## src/hdl/wcm_div_cell.sv

```systemverilog
// One restoring divide cell: one quotient bit per stage, handing its result to the next cell.
`timescale 1ns / 1ps
module wcm_div_cell #(
   parameter int RW = 8,
   parameter int DW = 8,
   parameter int QW = 8,
   parameter int SW = 8
) (
   input  logic          clock,
   input  logic          reset,
   input  logic          in_valid,
   output logic          in_ready,
   input  logic [RW-1:0] in_rem,
   input  logic [DW-1:0] in_dvd,
   input  logic [RW-1:0] in_den,
   input  logic [QW-1:0] in_quo,
   input  logic [SW-1:0] in_side,
   output logic          out_valid,
   input  logic          out_ready,
   output logic [RW-1:0] out_rem,
   output logic [DW-1:0] out_dvd,
   output logic [RW-1:0] out_den,
   output logic [QW-1:0] out_quo,
   output logic [SW-1:0] out_side
);

   logic          valid_ff;
   logic [RW-1:0] rem_ff, rem_in, den_ff;
   logic [DW-1:0] dvd_ff, dvd_in;
   logic [QW-1:0] quo_ff, quo_in;
   logic [SW-1:0] side_ff;
   logic [RW:0]   trial, diff;
   logic          ge;
   logic          en;

   assign en       = !valid_ff || out_ready;
   assign in_ready = en;

   always_comb begin
      trial  = {in_rem, in_dvd[DW-1]};
      diff   = trial - {1'b0, in_den};
      ge     = trial >= {1'b0, in_den};
      rem_in = ge ? diff[RW-1:0] : trial[RW-1:0];
      quo_in = QW'({in_quo, ge});
      dvd_in = in_dvd << 1;
   end

   always_ff @(posedge clock) begin
      if (reset) begin
         valid_ff <= 1'b0;
      end else if (en) begin
         valid_ff <= in_valid;
      end
   end

   always_ff @(posedge clock) begin
      if (en) begin
         rem_ff  <= rem_in;
         dvd_ff  <= dvd_in;
         den_ff  <= in_den;
         quo_ff  <= quo_in;
         side_ff <= in_side;
      end
   end

   assign out_valid = valid_ff;
   assign out_rem   = rem_ff;
   assign out_dvd   = dvd_ff;
   assign out_den   = den_ff;
   assign out_quo   = quo_ff;
   assign out_side  = side_ff;

endmodule

```

## config.mk

```make
export PLATFORM = sky130hd
export DESIGN_NAME = wcm_div_cell
export DESIGN_NICKNAME = d
export VERILOG_FILES = /design/src/hdl/wcm_div_cell.sv
export SDC_FILE = /design/constraint.sdc
export NUM_CORES = 1
export LEC_CHECK = 0
export BUFFER_PORTS_ARGS = -buffer_cell sky130_fd_sc_hd__buf_2
export CORE_MARGIN = 8
export CORE_UTILIZATION = 45
export DETAILED_ROUTE_END_ITERATION = 8
export PLACE_DENSITY = 0.79
export SYNTH_ARGS = -nofsm -noshare
export SYNTH_HDL_FRONTEND = slang
export SYNTH_SLANG_ARGS = --single-unit
export TNS_END_PERCENT = 5
```

## constraint.sdc

```tcl
create_clock -name clock -period 2.3 [get_ports clock]
set_input_delay 0.115 -clock clock [delete_from_list [all_inputs] [get_ports clock]]
set_output_delay 0.115 -clock clock [all_outputs]
set_load 0.1 [all_outputs]
```

======== Word level (Yosys, flattened, before mapping) ========
Index checks and enable logic that the tools add are counted.
storage, ports and cells
  flip-flop bits (word level) ............. 40
  bits in latches ......................... 0
  RAM bits ................................ 0
  bits in read-only memories .............. 0
  bits of input ports ..................... 44
  output and inout bits ................... 42
  memories ................................ 0
cells by class
  add/sub/neg operators ................... 1
  $mul .................................... 0
  div/mod/pow operators ................... 0
  magnitude comparators ................... 1
  eq/ne operators ......................... 0
  shift operators ......................... 0
  muxes and demuxes ....................... 1
  bitwise gates (word level) .............. 0
  reduce and logical (&&, ||, !) cells .... 2
operator list
  kind                number
  $ge A9 B8 Y1        1
  $mux W8             1
  $sub A8 B8 Y8       1
  $logic_not A1 Y1    1
  $logic_or A1 B1 Y1  1

======== Logic depth before layout (Yosys ltp) ========
  depth after elaboration ................. 2
  mapped depth ............................ 8
  mapped depth without buffers ............ 8

======== Worst setup path after synthesis ========
Ideal clock, no wire load.
  path kind ............................... register to register
  start ................................... register valid_ff (netlist: out_valid)
  end ..................................... register den_ff[0] (netlist: out_den[0]) (enable)
  arrival time ............................ 2422 ps
  slack ................................... -870 ps
  stages on the path, launching flop included .. 2
  buffers on the path ..................... 0
  clock period less this slack ............ 3170 ps
  path through ............................ dfxtp_1 > nand2b_1
on the way
  longest elaborated chain between the ends .. 2
ends and longest elaborated chain
  element                 line  source
  start, declared         27    logic valid_ff;
  start signal, assigned  52    valid_ff <= in_valid;
  $logic_not A1 Y1        36    assign en = !valid_ff || out_ready;
  $logic_or A1 B1 Y1      36
  via in_ready            12    output logic in_ready,
  end signal, assigned    60    den_ff <= in_den;
  end, declared           28    logic [RW-1:0] rem_ff, rem_in, den_ff;
The timed path passes the listed nets, and every way through them passes these cells.
A chain may end at the register's enable or synchronous reset.

======== Worst setup path after layout ========
  start ................................... input port in_den[2]
  end ..................................... register rem_ff[5] (netlist: out_rem[5]), data pin
on the way
  longest elaborated chain between the ends .. 2
  elaborated cells between the ends (all ways) .. 3
ends and longest elaborated chain
  element               line  source
  start, declared       15    input logic [RW-1:0] in_den,
  $ge A9 B8 Y1          42    ge = trial >= {1'b0, in_den};
  via ge                33    logic ge;
  $mux W8               43    rem_in = ge ? diff[RW-1:0] : trial[RW-1:0];
  via rem_in[5]         28
  end signal, assigned  58    rem_ff <= rem_in;
  end, declared         28
The timed path passes the listed nets, and every way through them passes these cells.

==> metrics.md <==
| Metric | Value |
|---|---|
| Skew final | 0.004298 ns |
| Number of antenna violations at the first check in global routing | 0 |
| Final layout net count | 259 |
| Depth of the CTS H-tree | 2 |
| Violation count after the first detailed-route iteration | 67 |
| Post-detailed-route wirelength per cell | 16.90 um |
| Post-layout min period | 1.784 ns |
| Most common flop cell mapped by yosys | edfxtp_1 |
| Via Count | 1260 |
| Startpoint type of the worst setup path | input port |
| Final Cell Area | 0.002385 mm2 |
| Worst Setup Path Type | input port to flop |
| Final worst-path setup slack | 0.5159 ns |
| Maximum fanout along the worst path | 9 |
| Post-synthesis to final-layout area growth | 41.60% |
| Data arrival time of the critical path | 1.81 ns |
| Cell Count, Final, Fillers Out | 255 |
| Endpoints failing setup | 0 |
| Floorplan die height | 77.18 um |
| Number of nets still failing antenna checks after routing | 0 |
| Post-Synthesis Cells | 105 |
| Syn Std Cell Area | 0.001684 mm2 |
| Crit path required time | 2.33 ns |
| Area fraction of the dominant cell type after synthesis | 69.54% |
| Global-route wire length before repair | 6492 um |
| Largest area contributor in the synthesized netlist | edfxtp_1 |
| Tightest Pin Transition | 0.5107 ns |
| Cell types with the highest counts after synthesis | 39 x edfxtp_1, 11 x inv_1, 8 x ha_1, 6 x a21oi_1, 6 x mux2_2 |
| Number of distinct library cell variants in the gate-level netlist after synthesis | 29 |
| Total overflow reported by the global router | 0 |
| Count of input and output buffers | 83 |
| HPWL Detailed | 3181 um |
| Total Die Area | 0.005956 mm2 |
| Die Span X | 77.18 um |
| Placeable core area | 0.003633 mm2 |
| Clk slew on worst S/H paths | 0.07 ns |
| Number of enable flip-flop cells after synthesis | 39 |
| Setup repair after global routing missed its margin | false |
| Leakage power figure | 1.102 nW |
| Maximum frequency from static timing analysis | 560.5 MHz |
| Worst R2R Setup Slack | 1.03 ns |
| Final number of hold-violating endpoints | 0 |
| Seq/Total Area, Yosys | 70.73% |
| Setup TNS | 0 ns |
| Tot GR Track Use | 13.64% |
| Maximum buffer depth of the clock tree | 2 |
| Power per cell area | 931.1 mW/mm2 |
| Critical path capture point type | flop |
| Placed Area | 0.002167 mm2 |
| Register bit total from synthesis | 40 |
| Root buffer selected by CTS | clkbuf_8 |
| Worst-Skew Late Latency | 0.28 ns |
| Number of top-level design ports | 86 |
| Routed wire length | 4309 um |
| First-pass iteration count of the detailed router | 4 |
| Number of vias per cell after detailed routing | 4.941 |
| Launch instance of the worst register-to-register path | out_valid |
| Count of warnings emitted by yosys | 0 |
| Status | completed |
| Count of inserted antenna diode cells | 0 |
| Class of the tightest hold or removal check | input port to flop |
| Share of the clock period used by the worst path after layout | 77.57% |
| Maximum number of pins on one net before global-route repair | 30 |
| Dominant cell by count in the synthesized netlist | edfxtp_1 |
| Via count of the first global-routing pass | 1319 |
| Final-report max-slew violation count | 0 |
| Clock tree sinks | 40 |
| Top area cells in the synthesized netlist | edfxtp_1 70%, ha_1 5.9%, mux2_2 4.0% |
| Number of placement rows | 22 |
| Source of the critical timing path | in_den[2] |
| Hold path startpoint | in_side[4] |
| Pre-CTS setup slack | 0.2425 ns |
| Initial Utilization | 46.35% |
| Total CTS buffers | 5 |
| DRC violation count after routing | 0 |
| Max-capacitance violation count | 0 |
| Share of final-layout standard cells stronger than drive strength 1 | 48.79% |
| Average size of a mapped cell | 16.04 um2 |
| Proportion of register bits with asynchronous set or reset after synthesis | 0% |
| Final weighted congestion of routability-driven global placement | 0.7543 |
| Net count of the mapped netlist | 158 |
| Largest vdd supply drop | 0.3994 mV |
| Worst slew margin relative to its limit | 66.18% |
| Clock tree from TritonCTS | done |
| Fin Hold WS | 0.008787 ns |
| Cell count after placement | 236 |
through the flow:
step,power [mW],util (%)
after floorplan,1.544,-
after global placement,1.660,59.64
after detailed placement,1.675,59.64
after CTS,2.223,63.98
after global routing,2.296,65.63
final,2.221,65.63
state kept, by name, indices dropped and copies added, names as in the netlist:
register and flops:
out_quo 8, out_side 8, out_valid 1, out_den 8, out_rem 8, out_dvd 7
cell type report:
cell class / instances / area, um2
fillers: 262 / 1249
clock buffers: 6 / 72.57
flip-flops and latches: 40 / 1191
multi-input cells: 53 / 451.7
repair buffers: 95 / 533.0
clock inverters: 2 / 35.03
well taps: 48 / 60.06
inverters: 11 / 41.29
layout by cell type (no fill, tap or decap), types with 2 or more instances in the layout:
| cell | synthesis | layout |
|---|---|---|
| mux2i_1 | 2 | 2 |
| xor2_1 | 2 | 2 |
| buf_2 | 0 | 83 |
| edfxtp_1 | 39 | 39 |
| ha_1 | 8 | 8 |
| xnor2_1 | 2 | 2 |
| dlygate4sd3_1 | 0 | 11 |
| o21ai_0 | 3 | 3 |
| nand2_1 | 3 | 3 |
| a21oi_1 | 6 | 6 |
| nor2_1 | 3 | 3 |
| mux2_2 | 6 | 6 |
| o211ai_1 | 3 | 3 |
| clkbuf_8 | 0 | 5 |
| inv_1 | 11 | 11 |
kinds of logic after synthesis:
family                     Yosys count  synth area share [%]
buffers and inverters               12                 2.898
DFF                                 40                 70.73
AOI/OAI and AO/OA                   18                 7.875
adders and majority gates            9                 7.133
other                                1                0.2227
muxes                                8                 5.200
and+or+nand+nor                     13                 3.864
xor gates and xnor gates             4                 2.081
report_power, final:
| group | internal, mW | leakage, nW | switching, mW | total [mW] |
|---|---|---|---|---|
| logic | 0.148 | 0.636 | 0.630 | 0.778 |
| registers | 0.879 | 0.411 | 0.0180 | 0.897 |
| clock network | 0.322 | 0.0552 | 0.224 | 0.545 |
timing repair:
item / 4_1_cts / 5_1_grt
endpoints found under the setup margin: 0 / 0
endpoints found under the hold margin: 5 / 6
gates resized for setup: 0 / 0
buffers inserted: 0 / 0
hold buffers: 5 / 6
worst max-delay path, stage by stage:
cell and delay, ns:
buf_2 0.09, inv_1 0.05, ha_1 0.35, nand2_1 0.08, o21ai_2 0.21, a21boi_2 0.13
o211ai_4 0.39, mux2_2 0.40
final timing paths:
path,to,cells past startpoint
hold / removal,out_side[4],1
setup / recovery,out_rem[5],8
hold reg to reg,out_valid,2
setup reg to reg,out_quo[2],2
layer usage:
layer  part of all wire, %  GRT usage (%)
met5                     0              0
met4                   1.2          5.094
met3                   9.5          5.828
met2                    50          22.83
met1                    39          14.94
No activity file was read; power rests on OpenSTA's default activity.
