## src/hdl/wcm_pkg.sv

```systemverilog
// Shared types, constants and the cosine table of the wall column texel mapper.
`timescale 1ns / 1ps
package wcm_pkg;

   localparam int TILE_PIXELS_DEF = 32;
   localparam int ANGLE_BITS_DEF  = 12;

   localparam int CSR_IDX_W  = 3;
   localparam int CSR_DATA_W = 12;

   localparam logic [CSR_IDX_W-1:0] REG_PLANE_DISTANCE = 3'd0;
   localparam logic [CSR_IDX_W-1:0] REG_MAP_ROWS       = 3'd1;
   localparam logic [CSR_IDX_W-1:0] REG_TEXTURE_WIDTH  = 3'd2;
   localparam logic [CSR_IDX_W-1:0] REG_TEXTURE_HEIGHT = 3'd3;

   localparam logic [11:0] PLANE_DISTANCE_RST = 12'd277;
   localparam logic [6:0]  MAP_ROWS_RST       = 7'd10;
   localparam logic [10:0] TEXTURE_WIDTH_RST  = 11'd64;
   localparam logic [10:0] TEXTURE_HEIGHT_RST = 11'd64;

   localparam logic [1:0] TEX_NORTH = 2'd0;
   localparam logic [1:0] TEX_SOUTH = 2'd1;
   localparam logic [1:0] TEX_EAST  = 2'd2;
   localparam logic [1:0] TEX_WEST  = 2'd3;

   // texel column remainder, wall height and texel row chain geometry
   localparam int CRD_W  = 17;
   localparam int TCOL_W = 11;
   localparam int CD_W   = 39;
   localparam int HGT_W  = 24;
   localparam int TROW_Q = 11;

   localparam logic [HGT_W-1:0] HEIGHT_SAT = 24'hFFFFFF;
   localparam logic [9:0]       FIELD_MAX  = 10'd1023;

   typedef struct packed {
      logic [23:0]      ray_dist;
      logic [14:0]      cmag;
      logic             cpos;
      logic [1:0]       sel;
      logic [9:0]       col;
      logic [9:0]       row;
      logic [9:0]       tcol;
      logic [HGT_W-1:0] h8;
      logic             sat;
      logic             draw;
      logic             ovf;
   } wcm_side_type;

   localparam int SIDE_W = $bits(wcm_side_type);

   // quarter-wave cosine, Q1.14, 17 points; anything past the end reads zero
   function automatic logic [14:0] cos_entry(input logic [4:0] idx);
      logic [14:0] v;
      case (idx)
         5'd0:  v = 15'd16384;
         5'd1:  v = 15'd16305;
         5'd2:  v = 15'd16069;
         5'd3:  v = 15'd15679;
         5'd4:  v = 15'd15137;
         5'd5:  v = 15'd14449;
         5'd6:  v = 15'd13623;
         5'd7:  v = 15'd12665;
         5'd8:  v = 15'd11585;
         5'd9:  v = 15'd10394;
         5'd10: v = 15'd9102;
         5'd11: v = 15'd7723;
         5'd12: v = 15'd6270;
         5'd13: v = 15'd4756;
         5'd14: v = 15'd3196;
         5'd15: v = 15'd1606;
         default: v = 15'd0;
      endcase
      return v;
   endfunction

endpackage

```

## src/hdl/wcm_slice.sv

```systemverilog
// Slice placement, draw decision and setup of the texel row division.
`timescale 1ns / 1ps
module wcm_slice #(
   parameter int TILE_PIXELS = wcm_pkg::TILE_PIXELS_DEF
) (
   input  logic                          clock,
   input  logic                          reset,
   input  logic                          in_valid,
   output logic                          in_ready,
   input  logic [wcm_pkg::HGT_W-1:0]     in_quo,
   input  wcm_pkg::wcm_side_type         in_side,
   input  logic [6:0]                    map_rows,
   input  logic [10:0]                   texture_height,
   output logic                          out_valid,
   input  logic                          out_ready,
   output logic [wcm_pkg::HGT_W-1:0]     out_rem,
   output logic [wcm_pkg::TROW_Q-1:0]    out_dvd,
   output wcm_pkg::wcm_side_type         out_side
);

   localparam int TW    = $clog2(TILE_PIXELS + 1);
   localparam int SCR_W = 7 + TW;
   localparam int LW    = ((SCR_W + 8) > wcm_pkg::HGT_W ? (SCR_W + 8) : wcm_pkg::HGT_W) + 2;
   localparam int EW    = LW + 2;
   localparam int DFW   = LW - 8;
   localparam int MW    = DFW + 11;

   logic                         v1_ff, v2_ff, v3_ff;
   logic                         e1, e2, e3;
   wcm_pkg::wcm_side_type        s1_side_ff, s1_side_in;
   wcm_pkg::wcm_side_type        s2_side_ff;
   wcm_pkg::wcm_side_type        s3_side_ff, s3_side_in;
   logic [DFW-1:0]               s1_diff_ff, s1_diff_in;
   logic [MW-1:0]                s2_m_ff, s2_m_in;
   logic [wcm_pkg::HGT_W-1:0]    s3_rem_ff;
   logic [wcm_pkg::TROW_Q-1:0]   s3_dvd_ff;
   logic [SCR_W-1:0]             scr;
   logic [wcm_pkg::HGT_W-1:0]    h8;
   logic signed [LW-1:0]         s256, h8s, dd, st;
   logic signed [EW-1:0]         ste, ee, end_row, first, last, rows;
   logic                         tall;

   assign e3       = !v3_ff || out_ready;
   assign e2       = !v2_ff || e3;
   assign e1       = !v1_ff || e2;
   assign in_ready = e1;

   always_comb begin
      scr  = SCR_W'(map_rows) * SCR_W'(TILE_PIXELS);
      h8   = in_side.sat ? wcm_pkg::HEIGHT_SAT : in_quo;
      s256 = $signed(LW'({scr, 8'b0}));
      h8s  = $signed(LW'(h8));
      dd   = s256 - h8s;
      // halve toward zero, as the start may sit above the screen
      st      = (dd < 0) ? -((-dd) >>> 9) : (dd >>> 9);
      ste     = EW'(st);
      ee      = (ste <<< 8) + $signed(EW'(h8));
      end_row = (ee < 0) ? -((-ee) >>> 8) : (ee >>> 8);
      tall    = h8s > s256;
      first   = tall ? '0 : ste;
      last    = tall ? $signed(EW'(scr)) : end_row;
      rows    = $signed(EW'(in_side.row));

      s1_side_in      = in_side;
      s1_side_in.h8   = h8;
      s1_side_in.draw = in_side.cpos && (h8 != '0) && (rows >= first) && (rows < last);
      s1_diff_in      = DFW'(rows - ste);
   end

   assign s2_m_in = MW'(s1_diff_ff) * MW'(texture_height);

   always_comb begin
      // quotient past the 11-bit range already lies beyond any texture height
      s3_side_in     = s2_side_ff;
      s3_side_in.ovf = (s2_m_ff >> 3) >= MW'(s2_side_ff.h8);
   end

   always_ff @(posedge clock) begin
      if (reset) begin
         v1_ff <= 1'b0;
         v2_ff <= 1'b0;
         v3_ff <= 1'b0;
      end else begin
         if (e1) begin
            v1_ff <= in_valid;
         end
         if (e2) begin
            v2_ff <= v1_ff;
         end
         if (e3) begin
            v3_ff <= v2_ff;
         end
      end
   end

   always_ff @(posedge clock) begin
      if (e1) begin
         s1_side_ff <= s1_side_in;
         s1_diff_ff <= s1_diff_in;
      end
      if (e2) begin
         s2_side_ff <= s1_side_ff;
         s2_m_ff    <= s2_m_in;
      end
      if (e3) begin
         s3_side_ff <= s3_side_in;
         s3_rem_ff  <= s2_m_ff[3 +: wcm_pkg::HGT_W];
         s3_dvd_ff  <= {s2_m_ff[2:0], 8'b0};
      end
   end

   assign out_valid = v3_ff;
   assign out_rem   = s3_rem_ff;
   assign out_dvd   = s3_dvd_ff;
   assign out_side  = s3_side_ff;

endmodule

```

## config.mk

```make
export PLATFORM = sky130hd
export DESIGN_NAME = wcm_slice
export DESIGN_NICKNAME = d
export VERILOG_FILES = /design/src/hdl/wcm_pkg.sv /design/src/hdl/wcm_slice.sv
export SDC_FILE = /design/constraint.sdc
export NUM_CORES = 1
export LEC_CHECK = 0
export CAP_MARGIN = 20
export CORE_MARGIN = 3
export CORE_UTILIZATION = 43
export DETAILED_ROUTE_END_ITERATION = 16
export DONT_BUFFER_PORTS = 1
export PLACE_DENSITY = 0.62
export SLEW_MARGIN = 0
export SYNTH_ARGS = -nofsm -noshare
export SYNTH_HDL_FRONTEND = slang
export SYNTH_SLANG_ARGS = --single-unit
```

## constraint.sdc

```tcl
create_clock -name clock -period 18.55 [get_ports clock]
set_input_delay 2.7825 -clock clock [delete_from_list [all_inputs] [get_ports clock]]
set_output_delay 2.7825 -clock clock [all_outputs]
set_load 0.005 [all_outputs]
```

**After elaboration in Yosys (flattened, before gate mapping)**

Cells that the tools add are included.

- Order comparisons: 6
- Mux-type cells: 5
- Div/mod/pow operators: 0
- Bitwise operators: 0
- Shifts and indexed selects: 0
- Add/subtract/negate cells: 7
- Equality and inequality tests: 0
- Reductions and logical operators: 10
- Multiply operators: 1

Operator list:

| cell | count |
|---|---|
| $mux W28 | 3 |
| $mul A18 B11 Y29 | 1 |
| $add A28 B25 Y28 | 1 |
| $ge A11 B28 Y1 | 1 |
| $lt A11 B28 Y1 | 1 |
| $lt A28 B1 Y1 const B | 1 |
| $neg A20 Y28 | 1 |
| $neg A28 Y28 | 1 |
| $ge A26 B24 Y1 | 1 |
| $mux W26 | 1 |
| $neg A17 Y26 | 1 |
| $neg A25 Y26 | 1 |
| $lt A25 B1 Y1 const B | 1 |
| $sub A20 B24 Y25 | 1 |
| $gt A24 B20 Y1 | 1 |
| $mux W24 | 1 |
| $reduce_bool A24 Y1 | 1 |
| $sub A11 B18 Y18 | 1 |
| $logic_and A1 B1 Y1 | 3 |
| $logic_not A1 Y1 | 3 |
| $logic_or A1 B1 Y1 | 3 |

- ROM bits: 0
- Memories kept: 0
- Latch bits: 0
- Memory bits (writable): 0
- Output and inout port bits: 136
- Bits in registers: 372

**Depth between registers and ports, before layout**

- Depth after elaboration: 12
- Mapped depth: 44
- Mapped depth without buffers: 38

**Least setup slack after synthesis**

OpenSTA, ideal clock, no wires.

- Kind: input-to-reg
- Start: input port in_side[2] (netlist name)
- End: register s1_side_ff[1] (netlist name), data pin
- Cell stages on the path: 37
- Data required time: 18.370 ns
- Arrival: 10.459 ns
- Slack: 7.911 ns
- Buffers on the path: 7
- Library setup time: 0.180 ns
- Path through: clkbuf_1 buf_2 buf_2 clkbuf_1 clkbuf_1 nor2_1 ha_1 nor4b_4 a31o_2 nand2_1 or4_4 nor3_2 and4_1 buf_1 mux2i_1 or4_1 mux2_2 nor2_1 a21oi_1 a211oi_1 ha_1 nand2_1 nand2_1 a21o_1 a21oi_1 a21oi_1 a21oi_1 clkbuf_1 o21ai_0 xnor2_1 nand2_1 ha_1 a2111oi_0 a311oi_1 nor2_1 nor3_1 a221oi_1

RTL lines:

| item | line | text |
|---|---|---|
| start, declared | wcm_slice.sv:11 | `input wcm_pkg::wcm_side_type in_side,` |
| end signal, assigned | wcm_slice.sv:98 | `s1_side_ff <= s1_side_in;` |
| end, declared | wcm_slice.sv:30 | `wcm_pkg::wcm_side_type s1_side_ff, s1_side_in;` |

==> summary.txt <==
Clocking
  • TritonCTS clock tree: done
  • Maximum buffer depth of the clock tree: 3
  • Clk sinks: 372
  • CTS Buf Count: 40
  • H-tree depth: 2
  • Post-CTS Resized: 0
  • CTS root buf: clkbuf_16
  • Worst-path clk slew: 60 ps
  • Number of buffers added for setup after CTS: 0
  • Hold_buf cts: 0
  • Clock latency on the worst-skew pair: 580 ps

Timing
  • Fmax: 0.0912 GHz
  • Final Setup Violations: 0
  • Final clock skew: 46.1 ps
  • Final Hold Viols: 0
  • Period minus WS final: 10960 ps
  • Worst slew margin: 0.345
  • Max Slew Vio Count: 0
  • Fin Setup TNS: 0 ps
  • RSZ-0062 raised after global routing: false
  • Slew @ Worst Pin: 977 ps
  • Final Cycle Share: 0.591

GRT
  • GRT Overall Usage: 0.196
  • Antenna violations before repair: 1
  • Most Crowded Layer GR: met2
  • Total gr overflow: 0
  • M3 GR Usage: 0.0429
  • M2 GR Usage: 0.338
  • Vias in the first global route: 14.7k
  • Wire length of the first global-routing pass: 86200 um
  • GR Layer Usage met1: 0.251
  • Largest net degree at the start of global routing: 80

Synthesis
  • Syn_area_per_cell: 11.8 um^2
  • Simple-Gate Fraction of Synth Area: 0.136
  • Count leader, synth: edfxtp_1
  • Yosys top cell by area: edfxtp_1
  • Flops & latches, synth: 372
  • Post-synthesis adder-cell area fraction: 0.202
  • Yosys warnings: 0
  • Synth Instances: 1955
  • Sequential area share after synthesis: 0.485
  • EDFF count, synth: 369
  • Compound-Gate Fraction of Synth Area: 0.0844
  • Top post-synthesis cells by area: edfxtp_1 48%, fa_1 13%, ha_1 7.5%, inv_1 3.6%, nand2_1 3.1%
  • Async SR Flop Fraction: 0
  • Mux cell area share after synthesis: 0.00365
  • Main combinational cell family by area after synthesis: adder cells
  • Post-Syn Area: 23000 um^2
  • Synth unique cells: 90
  • Post-synth top cells: 369 x edfxtp_1, 218 x inv_1, 187 x nand2_1, 145 x fa_1, 138 x ha_1
  • Dominant synthesized flop cell: edfxtp_1
  • Top cell type's share of synthesized area: 0.482
  • XOR/XNOR share of the synthesized area: 0.0389

Floorplan
  • Row cnt: 84
  • CORE AREA: 52800 um^2
  • Die width: 237 um
  • I/O pin count: 281
  • Initial Util: 0.436
  • DIE HEIGHT: 237 um
  • Die outline area: 56300 um^2

Critical path
  • Startpoint Class: primary input
  • CP peak stage delay: 690 ps
  • Stages on the worst setup path: 33
  • Buf/Inv on CP: 1
  • Kind of critical path: in2reg
  • Top delay family on crit path: compound AO/OA/AOI/OAI gates
  • Slowest cell on the critical path: a2111oi_2
  • Worst Path Max Fanout: 49
  • Worst Reg-to-Reg Cells: 29
  • Critical R2R Launch: s1_diff_ff[1]$_DFFE_PP_
  • Crit path DAT: 11290 ps
  • RR Endpoint: s2_m_ff[27]$_DFFE_PP_
  • Crit. End Element: register
  • Worst EP required: 18880 ps
  • R2R setup slack: 10990 ps

Power
  • VDD IR max: 275 uV
  • Pwr/cell area: 215 nW/um^2
  • Leak Pwr: 0.0102 uW

Placement
  • GP Congestion: 0.929
  • Post-DP HPWL: 41700 um
  • Port Buffers: 0

Cells and area
  • Multi-input gate area: 10700 um^2
  • Register area: 11100 um^2
  • Final net count: 2367
  • Area grow syn2layout: 8.80%
  • Filler cells: 4649
  • Layout cells sized above 1: 0.0594
  • Final core occ: 0.474
  • Antenna diodes: 0

Route
  • Wire per inst: 20.7 um
  • DRT iter0 DRCs: 899
  • 1st-pass router iterations: 5
  • Routed Antenna Nets: 0
  • Drc violations: 0
  • Routed vias/inst: 5.46
  • Final WL: 55000 um
  • Via Count: 14.5k

Outcome
  • Status: finished clean

Min path
  • Worst hold path type: reg2reg
  • Hold depth: 0
  • Worst Min Path Start: s1_side_ff[39]$_DFFE_PP_
  • WHS Endpoint: s2_side_ff[39]$_DFFE_PP_

Job
  • Max cap viols: 0
## cell usage in the layout (no fill, tap or decap), drive strengths merged, types with 18 or more instances in the layout
| master | synthesis | routed |
|---|---|---|
| edfxtp | 369 | 369 |
| ha | 138 | 138 |
| and2 | 96 | 96 |
| o21ai | 60 | 60 |
| or2 | 28 | 28 |
| fa | 145 | 145 |
| nor2b | 18 | 18 |
| nor2 | 99 | 99 |
| inv | 218 | 223 |
| nand2 | 187 | 187 |
| xnor2 | 77 | 77 |
| clkbuf | 57 | 49 |
| o21a | 18 | 18 |
| nand2b | 21 | 21 |
| nand3 | 30 | 30 |
| nor3 | 49 | 49 |
| a21oi | 63 | 63 |
| xor2 | 25 | 25 |
## per-layer routing
metal | wire, um | vias up
met5 | 0 | -
li1 | - | 6781
met2 | 27100 | 445
met4 | 1460 | 0
met1 | 23000 | 7204
met3 | 3410 | 84
## worst register-to-register path: cells and delay by family, from the launching register on
family                     cells  cell delay (ps)
adders and majority gates      6             2370
DFF                            1              640
AOI/OAI and AO/OA             17             3820
buffers and inverters          3              130
and+or+nand+nor                2              310
xor gates and xnor gates       1               90
## through the flow
stage               std cells  worst slack, ps  power [uW]  hold WS [ps]  cell area (um^2)
floorplan                1962             7910        3760           400             23000
global placement         2585             7210        4520           400             23600
detailed placement       2585             7280        4570           405             23600
CTS                      2659             7740        5460           386             25000
global route             2659             7110        5910           400             25000
finish                   2659             7590        5390           388             25000
## layout make-up
| cell class | count | area share |
|---|---|---|
| Multi-Input combinational cell | 1298 | 0.429 |
| Timing Repair Buffer | 7 | 0.00210 |
| Clock buffer | 49 | 0.0414 |
| Clock inverter | 25 | 0.0141 |
| Tap cell | 688 | 0.0344 |
| Inverter | 220 | 0.0334 |
| Sequential cell | 372 | 0.445 |
## cells by family after synthesis
group,after synthesis
other cells,1
xor+xnor,102
fa+ha+maj,285
mux,8
flops,372
buf+inv,292
simple gates,612
compound gates,283
## how the worst max path moves through the flow
| stage | start | to |
|---|---|---|
| after CTS | in_side[2] | s1_side_ff[1]$_DFFE_PP_ |
| after global placement | in_side[2] | s1_side_ff[1]$_DFFE_PP_ |
| after global routing | in_side[2] | s1_side_ff[1]$_DFFE_PP_ |
| after detailed placement | in_side[2] | s1_side_ff[1]$_DFFE_PP_ |
| after floorplan | in_side[2] | s1_side_ff[1]$_DFFE_PP_ |
| final | in_side[2] | s1_side_ff[1]$_DFFE_PP_ |
## registers in the layout, indices dropped and copies added, names as in the netlist
name	count
out_dvd	3
out_rem	24
out_side	99
out_valid	1
s1_diff_ff	18
s1_side_ff	98
s2_m_ff	29
s2_side_ff	98
v1_ff	1
v2_ff	1
## report_power, final
group | switching, uW | internal, uW | total (uW)
clock | 344 | 480 | 824
sequential | 114 | 1240 | 1350
combinational | 1820 | 1390 | 3210
(Power assumes the default switching activity.)
