File: config.mk
export PLATFORM = sky130hd
export DESIGN_NAME = wcm_front
export DESIGN_NICKNAME = d
export VERILOG_FILES = /design/src/hdl/wcm_pkg.sv /design/src/hdl/wcm_front.sv
export SDC_FILE = /design/constraint.sdc
export NUM_CORES = 1
export LEC_CHECK = 0
export ABC_AREA = 1
export BUFFER_PORTS_ARGS = -buffer_cell sky130_fd_sc_hd__buf_4
export CAP_MARGIN = 20
export CORE_MARGIN = 4
export CORE_UTILIZATION = 55
export CTS_CLUSTER_SIZE = 28
export DETAILED_ROUTE_END_ITERATION = 8
export PLACE_DENSITY_LB_ADDON = 0.05
export SLEW_MARGIN = 30
export SYNTH_ARGS = -nofsm -noshare
export SYNTH_HDL_FRONTEND = slang
export SYNTH_SLANG_ARGS = --single-unit
File: constraint.sdc
create_clock -name clock -period 31.5 [get_ports clock]
set_input_delay 4.725 -clock clock [delete_from_list [all_inputs] [get_ports clock]]
set_output_delay 4.725 -clock clock [all_outputs]
set_load 0.02 [all_outputs]
File: src/hdl/wcm_pkg.sv
// Shared types, constants and the cosine table of the wall column texel mapper.
`timescale 1ns / 1ps
package wcm_pkg;

   localparam int TILE_PIXELS_DEF = 32;
   localparam int ANGLE_BITS_DEF  = 12;

   localparam int CSR_IDX_W  = 3;
   localparam int CSR_DATA_W = 12;

   localparam logic [CSR_IDX_W-1:0] REG_PLANE_DISTANCE = 3'd0;
   localparam logic [CSR_IDX_W-1:0] REG_MAP_ROWS       = 3'd1;
   localparam logic [CSR_IDX_W-1:0] REG_TEXTURE_WIDTH  = 3'd2;
   localparam logic [CSR_IDX_W-1:0] REG_TEXTURE_HEIGHT = 3'd3;

   localparam logic [11:0] PLANE_DISTANCE_RST = 12'd277;
   localparam logic [6:0]  MAP_ROWS_RST       = 7'd10;
   localparam logic [10:0] TEXTURE_WIDTH_RST  = 11'd64;
   localparam logic [10:0] TEXTURE_HEIGHT_RST = 11'd64;

   localparam logic [1:0] TEX_NORTH = 2'd0;
   localparam logic [1:0] TEX_SOUTH = 2'd1;
   localparam logic [1:0] TEX_EAST  = 2'd2;
   localparam logic [1:0] TEX_WEST  = 2'd3;

   // texel column remainder, wall height and texel row chain geometry
   localparam int CRD_W  = 17;
   localparam int TCOL_W = 11;
   localparam int CD_W   = 39;
   localparam int HGT_W  = 24;
   localparam int TROW_Q = 11;

   localparam logic [HGT_W-1:0] HEIGHT_SAT = 24'hFFFFFF;
   localparam logic [9:0]       FIELD_MAX  = 10'd1023;

   typedef struct packed {
      logic [23:0]      ray_dist;
      logic [14:0]      cmag;
      logic             cpos;
      logic [1:0]       sel;
      logic [9:0]       col;
      logic [9:0]       row;
      logic [9:0]       tcol;
      logic [HGT_W-1:0] h8;
      logic             sat;
      logic             draw;
      logic             ovf;
   } wcm_side_type;

   localparam int SIDE_W = $bits(wcm_side_type);

   // quarter-wave cosine, Q1.14, 17 points; anything past the end reads zero
   function automatic logic [14:0] cos_entry(input logic [4:0] idx);
      logic [14:0] v;
      case (idx)
         5'd0:  v = 15'd16384;
         5'd1:  v = 15'd16305;
         5'd2:  v = 15'd16069;
         5'd3:  v = 15'd15679;
         5'd4:  v = 15'd15137;
         5'd5:  v = 15'd14449;
         5'd6:  v = 15'd13623;
         5'd7:  v = 15'd12665;
         5'd8:  v = 15'd11585;
         5'd9:  v = 15'd10394;
         5'd10: v = 15'd9102;
         5'd11: v = 15'd7723;
         5'd12: v = 15'd6270;
         5'd13: v = 15'd4756;
         5'd14: v = 15'd3196;
         5'd15: v = 15'd1606;
         default: v = 15'd0;
      endcase
      return v;
   endfunction

endpackage

File: src/hdl/wcm_front.sv
// Front stage: fish-eye cosine, texture select and rounded hit coordinate.
`timescale 1ns / 1ps
module wcm_front #(
   parameter int ANGLE_BITS = wcm_pkg::ANGLE_BITS_DEF
) (
   input  logic                         clock,
   input  logic                         reset,
   input  logic                         in_valid,
   output logic                         in_ready,
   input  logic [23:0]                  ray_distance,
   input  logic [11:0]                  ray_angle,
   input  logic [11:0]                  view_angle,
   input  logic [23:0]                  hit_x,
   input  logic [23:0]                  hit_y,
   input  logic                         hit_vertical,
   input  logic                         face_west_or_north,
   input  logic [9:0]                   screen_column,
   input  logic [9:0]                   screen_row,
   output logic                         out_valid,
   input  logic                         out_ready,
   output wcm_pkg::wcm_side_type        out_side,
   output logic [wcm_pkg::CRD_W-1:0]    out_coord
);

   logic                      valid_ff;
   wcm_pkg::wcm_side_type     side_ff, side_in;
   logic [wcm_pkg::CRD_W-1:0] coord_ff, coord_in;
   logic [15:0]               diff16, a16;
   logic [1:0]                quad;
   logic [14:0]               x;
   logic [4:0]                idx;
   logic [9:0]                frac;
   logic [14:0]               c0, c1, cmag;
   logic [10:0]               dstep;
   logic [21:0]               prod;
   logic [11:0]               corr;
   logic [23:0]               coord;
   logic [24:0]               rsum;
   logic                      en;

   assign en       = !valid_ff || out_ready;
   assign in_ready = en;

   always_comb begin
      // scale the angle difference to a 16-bit turn; the shift drops the wrap bits
      diff16 = {4'b0, ray_angle} - {4'b0, view_angle};
      a16    = diff16 << (16 - ANGLE_BITS);
      quad   = a16[15:14];
      x      = quad[0] ? (15'h4000 - {1'b0, a16[13:0]}) : {1'b0, a16[13:0]};
      idx    = x[14:10];
      frac   = x[9:0];
      c0     = wcm_pkg::cos_entry(idx);
      c1     = wcm_pkg::cos_entry(idx + 5'd1);
      dstep  = 11'(c0 - c1);
      prod   = 22'(dstep) * 22'(frac);
      corr   = 12'((prod + 22'd512) >> 10);
      cmag   = c0 - 15'(corr);

      coord    = hit_vertical ? hit_y : hit_x;
      rsum     = {1'b0, coord} + 25'd128;
      coord_in = rsum[24:8];

      side_in          = '0;
      side_in.ray_dist = ray_distance;
      side_in.cmag     = cmag;
      side_in.cpos     = (quad[1] == quad[0]) && (cmag != 15'd0);
      side_in.col      = screen_column;
      side_in.row      = screen_row;
      if (hit_vertical) begin
         side_in.sel = face_west_or_north ? wcm_pkg::TEX_WEST : wcm_pkg::TEX_EAST;
      end else begin
         side_in.sel = face_west_or_north ? wcm_pkg::TEX_NORTH : wcm_pkg::TEX_SOUTH;
      end
   end

   always_ff @(posedge clock) begin
      if (reset) begin
         valid_ff <= 1'b0;
      end else if (en) begin
         valid_ff <= in_valid;
      end
   end

   always_ff @(posedge clock) begin
      if (en) begin
         side_ff  <= side_in;
         coord_ff <= coord_in;
      end
   end

   assign out_valid = valid_ff;
   assign out_side  = side_ff;
   assign out_coord = coord_ff;

endmodule

**After elaboration in Yosys (flattened, before gate mapping)**

Memory sizes are Yosys's and may differ from the RTL's.
Cells that the tools add are included.

- Multipliers: 1
- Add/subtract/negate cells: 7
- Eq/ne operators: 1
- Mux-type cells: 7
- Reduce and logical (&&, ||, !) cells: 4

Operator list:

| kind | number |
|---|---|
| $mux 15 | 2 |
| $add 24x8->25 const B | 1 |
| $mux 24 | 1 |
| $add 21x10->22 const B | 1 |
| $mul 11x10->21 | 1 |
| $reduce_bool 15->1 | 1 |
| $sub 15x12->15 | 1 |
| $sub 15x14->15 const A | 1 |
| $sub 12x12->12 | 1 |
| $mux 11 | 1 |
| $sub 11x11->11 | 1 |
| $add 5x1->5 const B | 1 |
| $mux 1 | 2 |
| $mux 2 | 1 |
| $eq 1x1->1 | 1 |
| $logic_and 1x1->1 | 1 |
| $logic_not 1->1 | 1 |
| $logic_or 1x1->1 | 1 |

- Output and inout bits: 118
- Memory bits (read-only): 480
- Word-level logic and storage cells: 30
- Memories kept: 2
- Register bits after elaboration: 80

Memory list:

| memory | depth | bits a word | read ports | clocked after memory_dff | wr ports | RTL line | text |
|---|---|---|---|---|---|---|---|
| (no name shown) | 16 | 15 | 1 | 0 | 0 | wcm_pkg.sv:55 | `case (idx)` |
| (no name shown) | 16 | 15 | 1 | 0 | 0 | wcm_pkg.sv:55 |  |

**Depth between registers and ports, before layout**

Gate-level depths: netlist of run 1.
An unclocked memory read counts as a cell.

- Word-level depth: 12
- Mapped depth: 67
- Gate-level depth less buffers: 66

**Worst setup path after synthesis of run 1**

OpenSTA, ideal clock, no wires.

- Path type: input to register
- Start: input ray_angle[0]
- End: register side_ff, in the netlist out_side[59] (data pin)
- Required time: 31.251 ns
- Cell stages on the path: 61
- Slack: 16.911 ns
- Path buffers: 1
- Arrival time: 14.340 ns
- Path through: inv_1 ha_1 inv_1 fa_1 inv_1 ha_1 inv_1 nor2_1 nand3_2 nor2_4 inv_1 nand3_1 nand2_4 inv_2 ha_1 inv_1 ha_1 clkbuf_1 [25 not listed] nor4_1 nand2_1 o311ai_0 a21oi_1 o21bai_1 xor2_1 ha_1 nand2_1 nor2_1 nand4_1 o2111a_1 or2_2 nand2_1 nand3_1 nor2_1 nand3_1 nand2_1 inv_1

RTL lines:

| element | RTL line | text |
|---|---|---|
| start, declared | wcm_front.sv:11 | `input logic [11:0] ray_angle,` |
| end signal, assigned | wcm_front.sv:86 | `side_ff <= side_in;` |
| end, declared | wcm_front.sv:26 | `wcm_pkg::wcm_side_type side_ff, side_in;` |

==> results.txt, run 1 <==
outcome = finished clean
# hold bufs at CTS = 0
Post-Synth Simple-Gate Area = 20.9%
maximum clock path buffer count = 2
most frequent cell after synthesis = inv_1
prevailing post-synth register cell = edfxtp_1
Post-CTS Setup Inserts = 0
Synth Area in Compound Gates = 8.27%
Initial DRT Pass Iterations = 6
Resized cells post-CTS = 0
PortBufs = 188
CP arrival = 15.70 ns
Antenna Nets Post-Route = 0
P&R area growth vs syn = 21.4%
CTS tree = done
GPL Wtd Cong = 0.956
Max-slew headroom = 52.7%
Yosys warnings = 0
syn avg cell area = 8.48 um2
largest net degree at the start of global routing = 81
number of flops mapped to enable cells by yosys = 79
Core Area = 14,700 um2
HPWL Detailed = 15,800 um
r2r startpoint = out_valid
WL per Instance = 13.8 um
DP Cell Count = 1,351
Total GRT Usage = 22.1%
global route overflow = 0
Critical-path top delay cell = fa_1
DR vias/cell = 5.00
Num CTS Buffers = 9
post-synthesis adder-cell area fraction = 23.6%
Reg clk slew, reported paths = 0.06 ns
Worst Hold Launch = out_valid
Routed WL = 18,800 um
IO Count = 240
Total Neg Setup Slack = 0 ns
number of global-route vias before repair = 6,455
Initial Utilization = 56.8%
first-pass GRT wire length = 31,700 um
Worst-Skew Late Latency = 0.33 ns
Layout Nets = 1,433
Non-Filler Instances = 1,367
CP required = 31.59 ns
Detailed Route Iter0 Violations = 386
Startpoint Class = primary input
post-synthesis sequential area ratio = 28.6%
Synth Area in XOR/XNOR = 5.02%
Yosys top cell area share = 28.4%
fmax = 64.1 MHz
maxcap violations = 0
Worst Path Max Fanout = 13
Die Height = 131 um
cells after synthesis = 985
most frequent CP cell = inv_1
Max Clock Skew = 0.00666 ns
Die ar. = 17,200 um2
Synth top cells by count = inv_1, nand2_1, nor2_1
number of diodes = 0
largest area contributor in the netlist = edfxtp_1
post-synthesis async set-or-reset flop share = 0%
Yosys reg bits = 80
Reg-to-Reg End = out_side[74]
Yosys cell types = 53
Tcrit/Tclk final = 49.6%
layout cells sized above 1 = 22.8%
Mapped Area = 8350 um2
Crit. End Element = flop
clk sinks = 80
final hold viol count = 0
critical path's largest stage delay = 0.54 ns
final max-slew violation count = 0
initial antenna violation count = 0
final setup fails = 0
crit path to = out_side[59]
RSZ-0062 raised after global routing = no
R2R cell count = 2
die width = 131 um
multiplexer share of the synthesized area = 1.20%
synth top area cells = edfxtp_1, ha_1, fa_1, inv_1, nand2_1
DRC errors left = 0
Hold WC Path Type = reg -> reg
site row count = 44
FF-to-FF setup slack = 30.11 ns
Crit Path Category = in -> reg
largest family of logic cells by synthesized area = adder cells
CTS root buffer = clkbuf_16
H-Tree Depth = 3
Worst-Margin Slew = 0.710 ns
critical path startpoint = ray_angle[0]
Tmin final = 15.61 ns
vias post-DR = 6,834
[worst min path at each step]
stage	cells after the start	slack [ns]	end
after floorplan	2	2.36	out_valid
after global placement	3	1.15	out_valid
after detailed placement	3	1.14	out_valid
after CTS	3	1.17	out_valid
after global routing	2	1.09	out_side[90]
final	2	1.00	out_side[52]
[layout make-up]
cell class	instances	area, um2
Clock buffer	11	233
Clock inverter	5	58.8
Fill cell	1270	4560
Inverter	183	692
Multi-Input combinational cell	711	5080
Sequential cell	80	2390
Tap cell	184	230
Timing Repair Buffer	193	1450
[stage by stage]
stage	instance area [um2]	hold slack [ns]	setup WS (ns)	util [%]
after floorplan	8490	2.36	16.91	-
after global placement	9840	1.15	15.55	66.9
after detailed placement	9840	1.14	15.56	66.9
after CTS	10100	1.17	15.86	68.9
after global routing	10100	1.09	14.81	69.0
final	10100	1.00	15.89	69.0
[worst max-delay path: cells and delay by family]
kind / cells / cell delay [ns]
xor gates and xnor gates: 2 / 0.55
and+or+nand+nor: 18 / 2.34
buffers and inverters: 13 / 1.21
adders and majority gates: 13 / 5.08
AOI/OAI and AO/OA: 10 / 1.79
[logic make-up after synthesis]
group,count (synthesis)
XOR/XNOR,47
multiplexers,10
AND/OR/NAND/NOR,369
buffers and inverters,230
adder cells (fa/ha/maj),133
flip-flops,80
other,1
AO/OA/AOI/OAI,115
[state kept, by name, summed over array words and instances, names as in the netlist]
register,cells
out_side,62
out_coord,17
out_valid,1
[cell usage in the layout (no fill, tap or decap), types with 4 or more instances in the layout]
cell type,n
buf_4,192
inv_1,175
nand2_1,157
nor2_1,94
ha_1,92
edfxtp_1,79
nand3_1,44
a21oi_1,43
fa_1,41
conb_1,37
xor2_1,33
o21ai_0,31
nand2_2,16
xnor2_1,13
nand2_4,11
nand4_1,11
mux2i_1,10
clkbuf_16,9
nor3_1,8
o21bai_1,8
a21oi_2,7
or2_2,7
inv_2,6
o211ai_1,5
o21ai_1,4
nand3b_1,4
nor4_1,4
[layer usage]
metal,track usage [%],vias up,wire length (um)
li1,-,3501,-
met1,29.0,3107,8160
met2,37.5,203,9070
met3,3.44,23,1160
met4,7.41,0,430
met5,0,-,0
Power of run 1 is left out: the tool's default activity adds up to more than one toggle a clock period on the data nets, which glitch-free logic cannot reach.
==> run 2, diff against run 1 <==
--- a/config.mk
+++ b/config.mk
@@ -9,7 +9,7 @@
 export BUFFER_PORTS_ARGS = -buffer_cell sky130_fd_sc_hd__buf_4
 export CAP_MARGIN = 20
 export CORE_MARGIN = 4
-export CORE_UTILIZATION = 55
+export CORE_UTILIZATION = 54
 export CTS_CLUSTER_SIZE = 28
 export DETAILED_ROUTE_END_ITERATION = 8
 export PLACE_DENSITY_LB_ADDON = 0.05
==> constraint.sdc (replaced) <==
create_clock -name clock -period 15.1 [get_ports clock]
set_input_delay 2.265 -clock clock [delete_from_list [all_inputs] [get_ports clock]]
set_output_delay 2.265 -clock clock [all_outputs]
set_load 0.02 [all_outputs]
==> run 2 against run 1 <==
Effect of this change:
- sequential share of layout area shrank 0.061 points
- worst hold slack lost 0.0053 ns
- critical endpoint unchanged
- wire length is essentially flat
- global-route usage shrank 0.62 points
- largest cell class unchanged
==> results.txt, run 2 (synthesized netlist as in run 1, its figures left out) <==
Layout Nets = 1,432
DR vias/cell = 4.99
Crit. End Element = flop
vias post-DR = 6,836
Critical-path top delay cell = fa_1
Post-CTS Setup Inserts = 0
Die Height = 132 um
number of global-route vias before repair = 6,397
maximum clock path buffer count = 2
RSZ-0062 raised after global routing = no
Worst-Skew Late Latency = 0.33 ns
most frequent CP cell = inv_1
Worst Path Max Fanout = 13
CP required = 15.19 ns
DRC errors left = 0
critical path's largest stage delay = 0.55 ns
Reg clk slew, reported paths = 0.06 ns
Crit Path Category = in -> reg
Core Area = 15,200 um2
final max-slew violation count = 0
Tmin final = 13.16 ns
clk sinks = 80
Initial Utilization = 54.9%
initial antenna violation count = 0
P&R area growth vs syn = 21.7%
first-pass GRT wire length = 31,300 um
final setup fails = 0
die width = 132 um
GPL Wtd Cong = 0.945
max FFs per register = 62
fmax = 76.0 MHz
largest net degree at the start of global routing = 81
maxcap violations = 0
Tcrit/Tclk final = 87.2%
Startpoint Class = primary input
Num CTS Buffers = 9
PortBufs = 188
Total GRT Usage = 21.4%
Hold WC Path Type = reg -> reg
CTS root buffer = clkbuf_16
Initial DRT Pass Iterations = 5
global route overflow = 0
Total Neg Setup Slack = 0 ns
Max-slew headroom = 51.1%
CP arrival = 13.25 ns
# hold bufs at CTS = 0
outcome = finished clean
Worst-Margin Slew = 0.729 ns
site row count = 45
Routed WL = 18,800 um
H-Tree Depth = 3
Detailed Route Iter0 Violations = 285
Antenna Nets Post-Route = 0
IO Count = 240
HPWL Detailed = 15,800 um
Resized cells post-CTS = 0
CTS tree = done
layout cells sized above 1 = 22.9%
final hold viol count = 0
number of diodes = 0
Die ar. = 17,500 um2
WL per Instance = 13.7 um
most frequent cells in the layout = buf_4, inv_1, nand2_1
Max Clock Skew = 0.00745 ns
most common cell after layout, fill and taps aside = buf_4
run 2: worst paths after layout:
check / startpoint / end / slack, ns / cells after the start
max: ray_angle[0] / out_side[59] / 1.94 / 56
max reg2reg: out_valid / out_side[73] / 13.74 / 2
min reg2reg: out_valid / out_side[81] / 1.0 / 2
min: out_valid / out_side[81] / 1.0 / 2
run 2: critical path: cells and delay by family:
family	cells	cell delay, ns
AO/OA/AOI/OAI	10	1.79
XOR/XNOR	2	0.56
adder cells (fa/ha/maj)	13	5.12
buffers and inverters	13	1.21
AND/OR/NAND/NOR	18	2.31
run 2: metrics by stage:
| stage | area [um2] | worst slack [ns] | hold WS, ns | instances | utilization [%] |
|---|---|---|---|---|---|
| 3_5_place_dp | 9840 | 1.69 | 1.15 | 1354 | 64.7 |
| 2_1_floorplan | 8490 | 2.97 | 2.33 | 1021 | - |
| 6_report | 10200 | 1.94 | 0.999 | 1370 | 66.8 |
| 4_1_cts | 10200 | 2.01 | 1.16 | 1370 | 66.8 |
| 3_3_place_gp | 9840 | 1.73 | 1.14 | 1354 | 64.7 |
| 5_1_grt | 10200 | 0.972 | 1.06 | 1370 | 66.8 |
run 2: metal layers:
metal  share of wire (%)  vias to the layer above  routed length (um)  GRT usage, %
li1                    -                     3503                   -             -
met1                  45                     3111                8380          29.0
met2                  49                      200                9150          36.7
met3                 5.4                       22                1020          2.67
met4                 1.5                        0                 282          5.31
met5                   0                        -                   0             0
run 2: layout make-up:
| class | count | area (um2) |
|---|---|---|
| flip-flops and latches | 80 | 2390 |
| inverters | 183 | 692 |
| clock buffers | 10 | 229 |
| fillers | 1347 | 5040 |
| repair buffers | 192 | 1450 |
| clock inverters | 6 | 83.8 |
| multi-input cells | 711 | 5080 |
| well taps | 188 | 235 |
Power of run 2 is left out for the same reason.
